[config.mk]
export PLATFORM = sky130hd
export DESIGN_NAME = sfdl_mod
export DESIGN_NICKNAME = d
export VERILOG_FILES = /design/src/rtl/core/sfdl_mod.sv
export SDC_FILE = /design/constraint.sdc
export NUM_CORES = 1
export LEC_CHECK = 0
export ABC_AREA = 1
export BUFFER_PORTS_ARGS = -buffer_cell sky130_fd_sc_hd__buf_2
export CAP_MARGIN = 10
export CELL_PAD_IN_SITES_DETAIL_PLACEMENT = 0
export CELL_PAD_IN_SITES_GLOBAL_PLACEMENT = 1
export CORE_MARGIN = 2
export CORE_UTILIZATION = 43
export CTS_CLUSTER_SIZE = 12
export DETAILED_ROUTE_END_ITERATION = 8
export HOLD_SLACK_MARGIN = 0.03
export PLACE_DENSITY_LB_ADDON = 0.2
export SYNTH_ARGS = -nofsm -noshare
export SYNTH_HDL_FRONTEND = slang
export SYNTH_SLANG_ARGS = --single-unit
export TNS_END_PERCENT = 50
[constraint.sdc]
create_clock -name clk -period 5.2 [get_ports clk]
set_clock_uncertainty 0.1 [all_clocks]
set_input_delay 0.52 -clock clk [delete_from_list [all_inputs] [get_ports clk]]
set_output_delay 0.52 -clock clk [all_outputs]
set_load 0.02 [all_outputs]
[src/rtl/core/sfdl_mod.sv]
// Restoring remainder unit, one quotient bit per cycle.
// Depends on nothing but its parameter.
`timescale 1ns / 1ps

module sfdl_mod #(
  parameter int AW = 17,
  localparam int CW = $clog2(AW + 1)
) (
  input  logic          clk,
  input  logic          rst,
  input  logic          start,
  input  logic [AW-1:0] num,
  input  logic [AW:0]   den,
  output logic [AW-1:0] rem,
  output logic          done
);

  logic [AW:0]   r;
  logic [AW-1:0] q;
  logic [CW-1:0] cnt;
  logic          busy;
  logic [AW:0]   trial;

  // shift in the next dividend bit
  assign trial = {r[AW-1:0], q[AW-1]};
  assign rem   = r[AW-1:0];

  always_ff @(posedge clk) begin
    if (rst) begin
      busy <= 1'b0;
      done <= 1'b0;
    end else if (start) begin
      r    <= '0;
      q    <= num;
      cnt  <= CW'(AW);
      busy <= 1'b1;
      done <= 1'b0;
    end else if (busy) begin
      r   <= (trial >= den) ? trial - den : trial;
      q   <= {q[AW-2:0], 1'b0};
      cnt <= cnt - 1'b1;
      if (cnt == CW'(1)) begin
        busy <= 1'b0;
        done <= 1'b1;
      end
    end
  end

endmodule

==> out/metrics.cfg, run 1 <==
[final_layout]
register_area_sq_mm = 0.00121
antenna_cells = 0
drive_gt1_frac = 0.153
area_delta_synth_final_pct = 14.0
nNetsFinal = 581
fin_util = 0.505
multi_input_area_sq_mm = 0.00161
fill_cells = 773
fin_area_sq_mm = 0.00366

[timing]
layout_min_cycle_time_ps = 2410
tightest_slew_ps = 639
timing.hold.ws_ps = 331
finalCritPeriodShare = 0.464
setup_ws_ps = 2790
fmax_mhz = 414
setup_tns_ps = 0
hold_viol = 0
rsz0062_at_grt = no
slew_headroom = 0.573
finalSetupViolations = 0
finalMaxSlewViolations = 0

[floorplan]
die_w_microns = 90.4
start_util = 0.442
die_area_sq_mm = 0.00817
ios = 56
num_rows = 31
core_area_sq_mm = 0.00725
die_h_microns = 90.4

[place]
place.gp.congestion = 0.823
hpwlAfterDp_microns = 5900
place_ws_ps = 2510
place_area_sq_mm = 0.00358
port_buffers = 55

[min_path]
hold_class = primary input to flip-flop

[setup_path]
critPathSlowestCell = edfxtp_1
cpPeakStageDelay_ps = 470
critPathMostFrequentCell = nor2_1
crit_chain = ha_1 > nand2_2 > nor2_1 > nand3_1 > nand3_2 > nand2_2 > nand2_4 > inv_4 > nor2_1 > nor2_1
end_kind = flip-flop
crit_type = flip-flop to flip-flop
start_kind = flip-flop
cp.arrival_ps = 2360
worstPathRequired_ps = 5150
crit_fanout = 15

[global_routing]
track_usage = 0.183
grt_max_degree = 38
overflow = 0
grt_pass1_wl_microns = 12200
antenna_found_initial = 0
grt_pass1_vias = 2634

[logic_synthesis]
yosysTopAreaCellShare = 0.365
async_flop_share = 0
synth_area_leaders = edfxtp_1, nand2_1, inv_1, ha_1, nor2_1
ys_types = 30
post_synth_instance_area_sq_mm = 0.00321
avgSynthCellArea_sq_um = 6.86
syn_inst = 468
syn_nets = 527
synth_edf_count = 39
yosysMostFrequentCell = nand2_1
ys_warn_count = 0
yosysTopAreaCell = edfxtp_1
synthTopCellsByCount = nand2_1, inv_1, nor2_1, edfxtp_1, nand3_1
yosys_register_bits = 41
yosysSeqAreaShare = 0.377
synth_flop_cell = edfxtp_1

[status]
status = finished, final reports clean

[clock_network]
clk_path_buf_depth = 2
ctsHoldBuffers = 0
clk_pin_slew_worst_paths_ps = 80
cts_buffers = 5
clock-sinks = 41
cts-root-buf = clkbuf_8
post-cts-setup-buffer-count = 0
insertion_delay_ps = 290
post_cts_resized = 0
cts_tree = done
cts_max_level = 2

[power_and_ir_drop]
power.leakage_nw = 2.08
power.density_mw_per_mm2 = 252
vdd_ir_drop_max_uv = 163

[routing]
first_pass_iters = 4
drt_iter0_markers = 99
via_per_inst = 4.56
final_antenna_net_count = 0
via_count = 2837
avgRoutedWirePerCell_microns = 11.9
drc = 0
wirelength_microns = 7400

[flow_run]
drv_cap = 0

==> area by class of cell <==
type	count	area share
multi-input cells	325	0.440
well taps	99	0.0338
clock inverters	3	0.00342
clock buffers	5	0.0188
inverters	93	0.0961
repair buffers	56	0.0773
flip-flops and latches	41	0.331
==> state kept, by name, indices dropped and copies added (netlist names) <==
register  count
q            17
done          1
busy          1
cnt           5
r            17
==> layer usage <==
metal / global-route usage / routed length, microns
met4: 0.0474 / 60
met2: 0.315 / 3570
met5: 0 / 0
met1: 0.247 / 3570
met3: 0.0209 / 205
==> logic make-up (layout without fill, tap and decap cells) <==
group,count (synthesis),count (layout),share of synthesized area
AOI/OAI and AO/OA,16,16,0.0257
DFF,41,41,0.377
adders and majority gates,21,21,0.0842
buffers and inverters,102,157,0.125
xor gates and xnor gates,8,8,0.0218
and+or+nand+nor,280,280,0.366
==> where the power goes <==
group          total (mW)  internal [mW]  switching [mW]
combinational       0.316          0.110           0.206
clock               0.194         0.0903           0.103
sequential          0.412          0.395          0.0166
==> critical path, delay by kind of cell (launching register included) <==
family,cells,cell delay [ps]
DFF,1,470
and+or+nand+nor,8,1110
buffers and inverters,1,90
adders and majority gates,1,410
==> path summary, 6_finish.rpt <==
check	endpoint	slack, ps	startpoint	depth (start not counted)
worst min register to register	q[16]	410	q[15]	2
worst min-delay path	done	330	rst	2
worst max-delay path	r[14]	2790	r[5]	10
worst max register to register	r[14]	2790	r[5]	10
==> cells in the final DEF (no fill, tap or decap) <==
master    Yosys  routed
a21o_1        1       1
a21oi_1      12      11
a21oi_4       0       1
and2_1        2       2
buf_2         3      55
buf_4         1       1
clkbuf_8      0       5
clkinv_1      0       2
clkinv_2      0       1
dfxtp_1       2       2
edfxtp_1     39      39
fa_1          1       1
ha_1         20      20
inv_1        90      90
inv_2         2       2
inv_4         1       1
nand2_1     175     175
nand2_2       5       5
nand2_4       1       1
nand3_1      31      31
nand3_2       1       1
nand4_1       4       4
nor2_1       52      52
nor2_2        1       1
nor2_4        2       2
nor3_1        2       2
nor3_2        1       1
nor3_4        1       1
o21ai_0       3       3
or2_2         2       2
xnor2_1       2       2
xor2_1        6       6
==> stage by stage <==
| stage | cells | total power [mW] |
|---|---|---|
| 5_1_grt | 622 | 0.989 |
| 4_1_cts | 622 | 0.931 |
| 3_5_place_dp | 614 | 0.735 |
| 6_report | 622 | 0.922 |
| 3_3_place_gp | 614 | 0.734 |
| 2_1_floorplan | 468 | 0.651 |
Note: power is estimated with default switching activity, not from simulation.
==> run 2: changes to the inputs <==
--- a/config.mk
+++ b/config.mk
@@ -11,7 +11,7 @@
 export CELL_PAD_IN_SITES_DETAIL_PLACEMENT = 0
 export CELL_PAD_IN_SITES_GLOBAL_PLACEMENT = 1
 export CORE_MARGIN = 2
-export CORE_UTILIZATION = 43
+export CORE_UTILIZATION = 40
 export CTS_CLUSTER_SIZE = 12
 export DETAILED_ROUTE_END_ITERATION = 8
 export HOLD_SLACK_MARGIN = 0.03
==> constraint.sdc (replaced) <==
create_clock -name clk -period 2.45 [get_ports clk]
set_clock_uncertainty 0.1 [all_clocks]
set_input_delay 0.245 -clock clk [delete_from_list [all_inputs] [get_ports clk]]
set_output_delay 0.245 -clock clk [all_outputs]
set_load 0.02 [all_outputs]
==> out/metrics.cfg, run 2 (synthesis results as in run 1) <==
[min_path]
hold_class = primary input to flip-flop  ; unchanged
hp-start = rst  ; unchanged

[routing]
wirelength_microns = 7710  ; was 7400 microns
via_count = 2916  ; was 2837
drc = 0  ; unchanged
final_antenna_net_count = 0  ; unchanged
drt_iter0_markers = 170  ; was 99
first_pass_iters = 4  ; unchanged
via_per_inst = 4.58  ; was 4.56
avgRoutedWirePerCell_microns = 12.1  ; was 11.9 microns

[final_layout]
stdcell_count = 636  ; was 622
fin_area_sq_mm = 0.00376  ; was 0.00366 sq mm
fill_cells = 823  ; was 773
top_regs = q x17, r x17, cnt x5  ; unchanged
antenna_cells = 0  ; unchanged
fin_util = 0.484  ; was 0.505
area_delta_synth_final_pct = 17.2  ; was 14.0%
nNetsFinal = 592  ; was 581
register_area_sq_mm = 0.00121  ; unchanged
layout_commonest_cell = nand2_1  ; unchanged
multi_input_area_sq_mm = 0.00161  ; about the same
final_cell_mix = nand2_1, inv_1, buf_2, nor2_1, edfxtp_1  ; unchanged
drive_gt1_frac = 0.174  ; was 0.153

[clock_network]
cts_tree = done  ; unchanged
clk_path_buf_depth = 2  ; unchanged
insertion_delay_ps = 280  ; was 290 ps
cts-root-buf = clkbuf_8  ; unchanged
cts_max_level = 2  ; unchanged
cts_buffers = 5  ; unchanged
clock-sinks = 41  ; unchanged
clk_pin_slew_worst_paths_ps = 70  ; was 80 ps
ctsHoldBuffers = 0  ; unchanged

[place]
dp.cells = 624  ; was 614
place.gp.congestion = 0.814  ; was 0.823
hpwlAfterDp_microns = 6270  ; was 5900 microns
place_area_sq_mm = 0.00363  ; was 0.00358 sq mm
port_buffers = 55  ; unchanged
place_ws_ps = 180  ; was 2510 ps

[setup_path]
end_kind = flip-flop  ; unchanged
cp.arrival_ps = 2190  ; was 2360 ps
startpoint = q[16]  ; was r[5]
r2r_start = q[16]  ; was r[5]
crit_type = flip-flop to flip-flop  ; unchanged
crit_fanout = 3  ; was 15
worstPathRequired_ps = 2400  ; was 5150 ps
start_kind = flip-flop  ; unchanged

[global_routing]
antenna_found_initial = 0  ; unchanged
met3_usage = 0.0193  ; was 0.0209
met2_usage = 0.318  ; was 0.315
grt.busiest_layer = met2  ; unchanged
grt_max_degree = 37  ; was 38
overflow = 0  ; unchanged
gr-usage-met1 = 0.250  ; was 0.247
track_usage = 0.186  ; was 0.183
grt_pass1_vias = 2720  ; was 2634
grt_pass1_wl_microns = 12800  ; was 12200 microns

[timing]
rsz0062_at_grt = no  ; unchanged
finalSetupViolations = 0  ; unchanged
slew_headroom = 0.742  ; was 0.573
tightest_slew_ps = 388  ; was 639 ps
timing.hold.ws_ps = 72.7  ; was 331 ps
setup_tns_ps = 0  ; unchanged
finalCritPeriodShare = 0.914  ; was 0.464
hold_viol = 0  ; unchanged
layout_min_cycle_time_ps = 2240  ; was 2410 ps
finalMaxSlewViolations = 0  ; unchanged
setup_ws_ps = 211  ; was 2790 ps
fmax_mhz = 447  ; was 414 MHz

[power_and_ir_drop]
vdd_ir_drop_max_uv = 377  ; was 163 uV
power.leakage_nw = 2.13  ; was 2.08 nW
power.total_mw = 2.02  ; was 922 uW
power.density_mw_per_mm2 = 537  ; was 252 mW/mm^2

[floorplan]
num_rows = 32  ; was 31
start_util = 0.413  ; was 0.442
ios = 56  ; unchanged
die_h_microns = 93.6  ; was 90.4 microns
die_area_sq_mm = 0.00876  ; was 0.00817 sq mm
die_w_microns = 93.6  ; was 90.4 microns
core_area_sq_mm = 0.00777  ; was 0.00725 sq mm

[flow_run]
drv_cap = 0  ; unchanged

[status]
status = finished, final reports clean  ; unchanged

-- run 2: path summary, 6_finish.rpt --
| check | end | slack (ps) | depth (start not counted) |
|---|---|---|---|
| min reg2reg | done | 420 | 2 |
| max reg2reg | r[16] | 210 | 14 |
| max | r[16] | 210 | 14 |
| min | done | 70 | 2 |
-- run 2: where the power goes --
part	internal, mW	leakage, nW	switching, mW	total, mW
logic	0.254	1.69	0.450	0.704
clock network	0.230	0.0455	0.214	0.444
registers	0.839	0.393	0.0333	0.872
-- run 2: cell type report --
type                            instances  area share
Multi-Input combinational cell        325       0.429
Clock buffer                            8      0.0240
Inverter                               93      0.0935
Sequential cell                        41       0.322
Timing Repair Buffer                   67      0.0972
Tap cell                              102      0.0339
-- run 2: repair_timing --
item | 4_1_cts | 5_1_grt
gates resized for setup | 0 | 2
buffers inserted | 0 | 4
setup endpoints to repair | 0 | 14
-- run 2: critical path: stages (launching register included) --
cell	delay (ps)
edfxtp_1	370
inv_1	90
ha_1	150
inv_1	80
fa_1	430
nand2_1	120
nand2_1	80
nand3_1	90
nand2_1	90
nand2_1	130
nand2_1	60
nand2_1	60
nand2_1	40
nor2_1	80
nor2_1	40
-- run 2: layer usage --
metal	vias to the layer above	share of wire	wire, microns
li1	1559	-	-
met2	62	0.49	3810
met4	0	0.010	79
met5	-	0	0
met1	1289	0.46	3530
met3	6	0.038	295
==> run 3: changes to the inputs <==
--- a/config.mk
+++ b/config.mk
@@ -10,6 +10,7 @@
 export CAP_MARGIN = 10
 export CELL_PAD_IN_SITES_DETAIL_PLACEMENT = 0
 export CELL_PAD_IN_SITES_GLOBAL_PLACEMENT = 1
+export CORE_ASPECT_RATIO = 0.7
 export CORE_MARGIN = 2
 export CORE_UTILIZATION = 40
 export CTS_CLUSTER_SIZE = 12
==> out/metrics.cfg, run 3 (synthesis results as in run 1) <==
[setup_path]
reg2regPathDepth = 10  ; was 14
start_kind = flip-flop  ; unchanged
r2r_start = r[4]  ; was q[16]
worstPathRequired_ps = 2390  ; was 2400 ps
cp.arrival_ps = 2230  ; was 2190 ps
crit_fanout = 12  ; was 3
crit_type = flip-flop to flip-flop  ; unchanged
end_kind = flip-flop  ; unchanged
r2r-end = r[4]  ; was r[16]
regToRegSetupSlack_ps = 160  ; was 210 ps

[final_layout]
fill_cells = 826  ; was 823
fin_area_sq_mm = 0.00385  ; was 0.00376 sq mm
stdcell_count = 636  ; unchanged
layout_commonest_cell = nand2_1  ; unchanged
final_cell_mix = nand2_1, inv_1, buf_2, nor2_1, edfxtp_1  ; unchanged
antenna_cells = 0  ; unchanged
nNetsFinal = 593  ; was 592
area_delta_synth_final_pct = 20.1  ; was 17.2%
top_regs = q x17, r x17, cnt x5  ; unchanged
drive_gt1_frac = 0.178  ; was 0.174

[min_path]
hold_class = primary input to flip-flop  ; unchanged
worstHoldEndpoint = done  ; unchanged
hp-start = rst  ; unchanged
min_path_cells = 2  ; unchanged

[power_and_ir_drop]
vdd_ir_drop_max_uv = 293  ; was 377 uV
p_comb_frac = 0.306  ; was 0.349
sequentialPowerShare = 0.374  ; was 0.432
power.total_mw = 2.33  ; was 2.02 mW
sw_frac_of_total = 0.325  ; was 0.345
netSwitchingPower_uw = 758  ; was 697 uW
power.leakage_nw = 2.17  ; was 2.13 nW
power.density_mw_per_mm2 = 605  ; was 537 mW/mm^2
p_clk_frac = 0.320  ; was 0.220
p_int_mw = 1.57  ; was 1.32 mW

[status]
status = finished, final reports clean  ; unchanged

[timing]
rsz0062_at_grt = no  ; unchanged
hold_viol = 0  ; unchanged
layout_min_cycle_time_ps = 2290  ; was 2240 ps
slew_headroom = 0.742  ; about the same
finalMaxSlewViolations = 0  ; unchanged
finalCritPeriodShare = 0.934  ; was 0.914
setup_tns_ps = 0  ; unchanged
finalSetupViolations = 0  ; unchanged
fmax_mhz = 437  ; was 447 MHz
tightest_slew_ps = 388  ; about the same

[floorplan]
core_area_sq_mm = 0.00784  ; was 0.00777 sq mm
die_h_microns = 78.9  ; was 93.6 microns
die_area_sq_mm = 0.00877  ; was 0.00876 sq mm
ios = 56  ; unchanged
start_util = 0.409  ; was 0.413
die_w_microns = 111  ; was 93.6 microns
num_rows = 27  ; was 32

[clock_network]
cts_buffers = 5  ; unchanged
cts_tree = done  ; unchanged
clk_path_buf_depth = 2  ; unchanged
cts_max_level = 2  ; unchanged
cts-root-buf = clkbuf_16  ; was clkbuf_8
insertion_delay_ps = 280  ; about the same
clk_pin_slew_worst_paths_ps = 60  ; was 70 ps
clock-sinks = 41  ; unchanged
post-cts-setup-buffer-count = 0  ; unchanged

[routing]
wirelength_microns = 8110  ; was 7710 microns
final_antenna_net_count = 0  ; unchanged
via_count = 2896  ; was 2916
drt_iter0_markers = 151  ; was 170
drc = 0  ; unchanged
first_pass_iters = 4  ; unchanged
avgRoutedWirePerCell_microns = 12.8  ; was 12.1 microns
via_per_inst = 4.55  ; was 4.58

[global_routing]
grt_max_degree = 41  ; was 37
antenna_found_initial = 0  ; unchanged
grt_pass1_vias = 2722  ; was 2720
grt_pass1_wl_microns = 13400  ; was 12800 microns
track_usage = 0.193  ; was 0.186
overflow = 0  ; unchanged

[place]
dp.cells = 628  ; was 624
hpwlAfterDp_microns = 6330  ; was 6270 microns
port_buffers = 55  ; unchanged
place.gp.congestion = 0.876  ; was 0.814
place_area_sq_mm = 0.00368  ; was 0.00363 sq mm

[flow_run]
drv_cap = 0  ; unchanged

==> run 3: power by group through the flow <==
stage                     clock, mW  sequential [mW]  combinational [mW]
after floorplan                   0            0.911               0.470
after global placement            0            0.886               0.709
after detailed placement          0            0.888               0.709
after CTS                     0.758            0.874               0.714
after global routing          0.780            0.878               0.818
final                         0.745            0.872               0.713
==> run 3: what timing repair did <==
| item | in CTS | in global routing |
|---|---|---|
| hold buffers | 0 | 0 |
| resized for setup | 0 | 2 |
| endpoints found under the setup margin | 0 | 11 |
==> run 3: layout make-up <==
cell class | instances | area [sq um] | area share
Multi-Input combinational cell | 325 | 1610 | 0.419
Sequential cell | 41 | 1210 | 0.314
Timing Repair Buffer | 68 | 385 | 0.100
Inverter | 93 | 352 | 0.0912
Tap cell | 101 | 126 | 0.0328
Clock buffer | 5 | 125 | 0.0325
Clock inverter | 3 | 41.3 | 0.0107
==> run 3: per-stage QoR <==
stage | util | hold slack (ps) | setup WS [ps]
finish | 0.492 | 68.8 | 161
global route | 0.492 | 64.7 | 7.26
detailed placement | 0.470 | 364 | 179
CTS | 0.491 | 64.6 | 155
floorplan | - | 217 | 282
global placement | 0.470 | 360 | 198
==> run 3: layer usage <==
layer / vias up / share of wire / global-route usage
met2: 52 / 0.40 / 0.282
met3: 7 / 0.041 / 0.0374
li1: 1568 / - / -
met1: 1269 / 0.55 / 0.300
met5: - / 0 / 0
met4: 0 / 0.0049 / 0.0296
==> run 3: worst max-delay path by stage <==
stage                     slack (ps)   from    end  depth (start not counted)
after CTS                        150  r[13]   r[4]                         10
after floorplan                  280   r[5]  r[14]                         11
after global placement           200   r[8]   r[4]                         10
after global routing               7   r[8]   r[3]                         10
after detailed placement         180  r[13]   r[4]                         10
final                            160   r[4]   r[4]                         10
==> run 3: critical path, cell delays in order (launching register included) <==
cell,delay (ps)
edfxtp_1,440
ha_1,400
nand2_1,160
nor2_4,140
nand2_2,70
nor3_4,220
nor2_4,100
nand2_4,130
inv_4,90
nor2_1,140
nor2_1,50
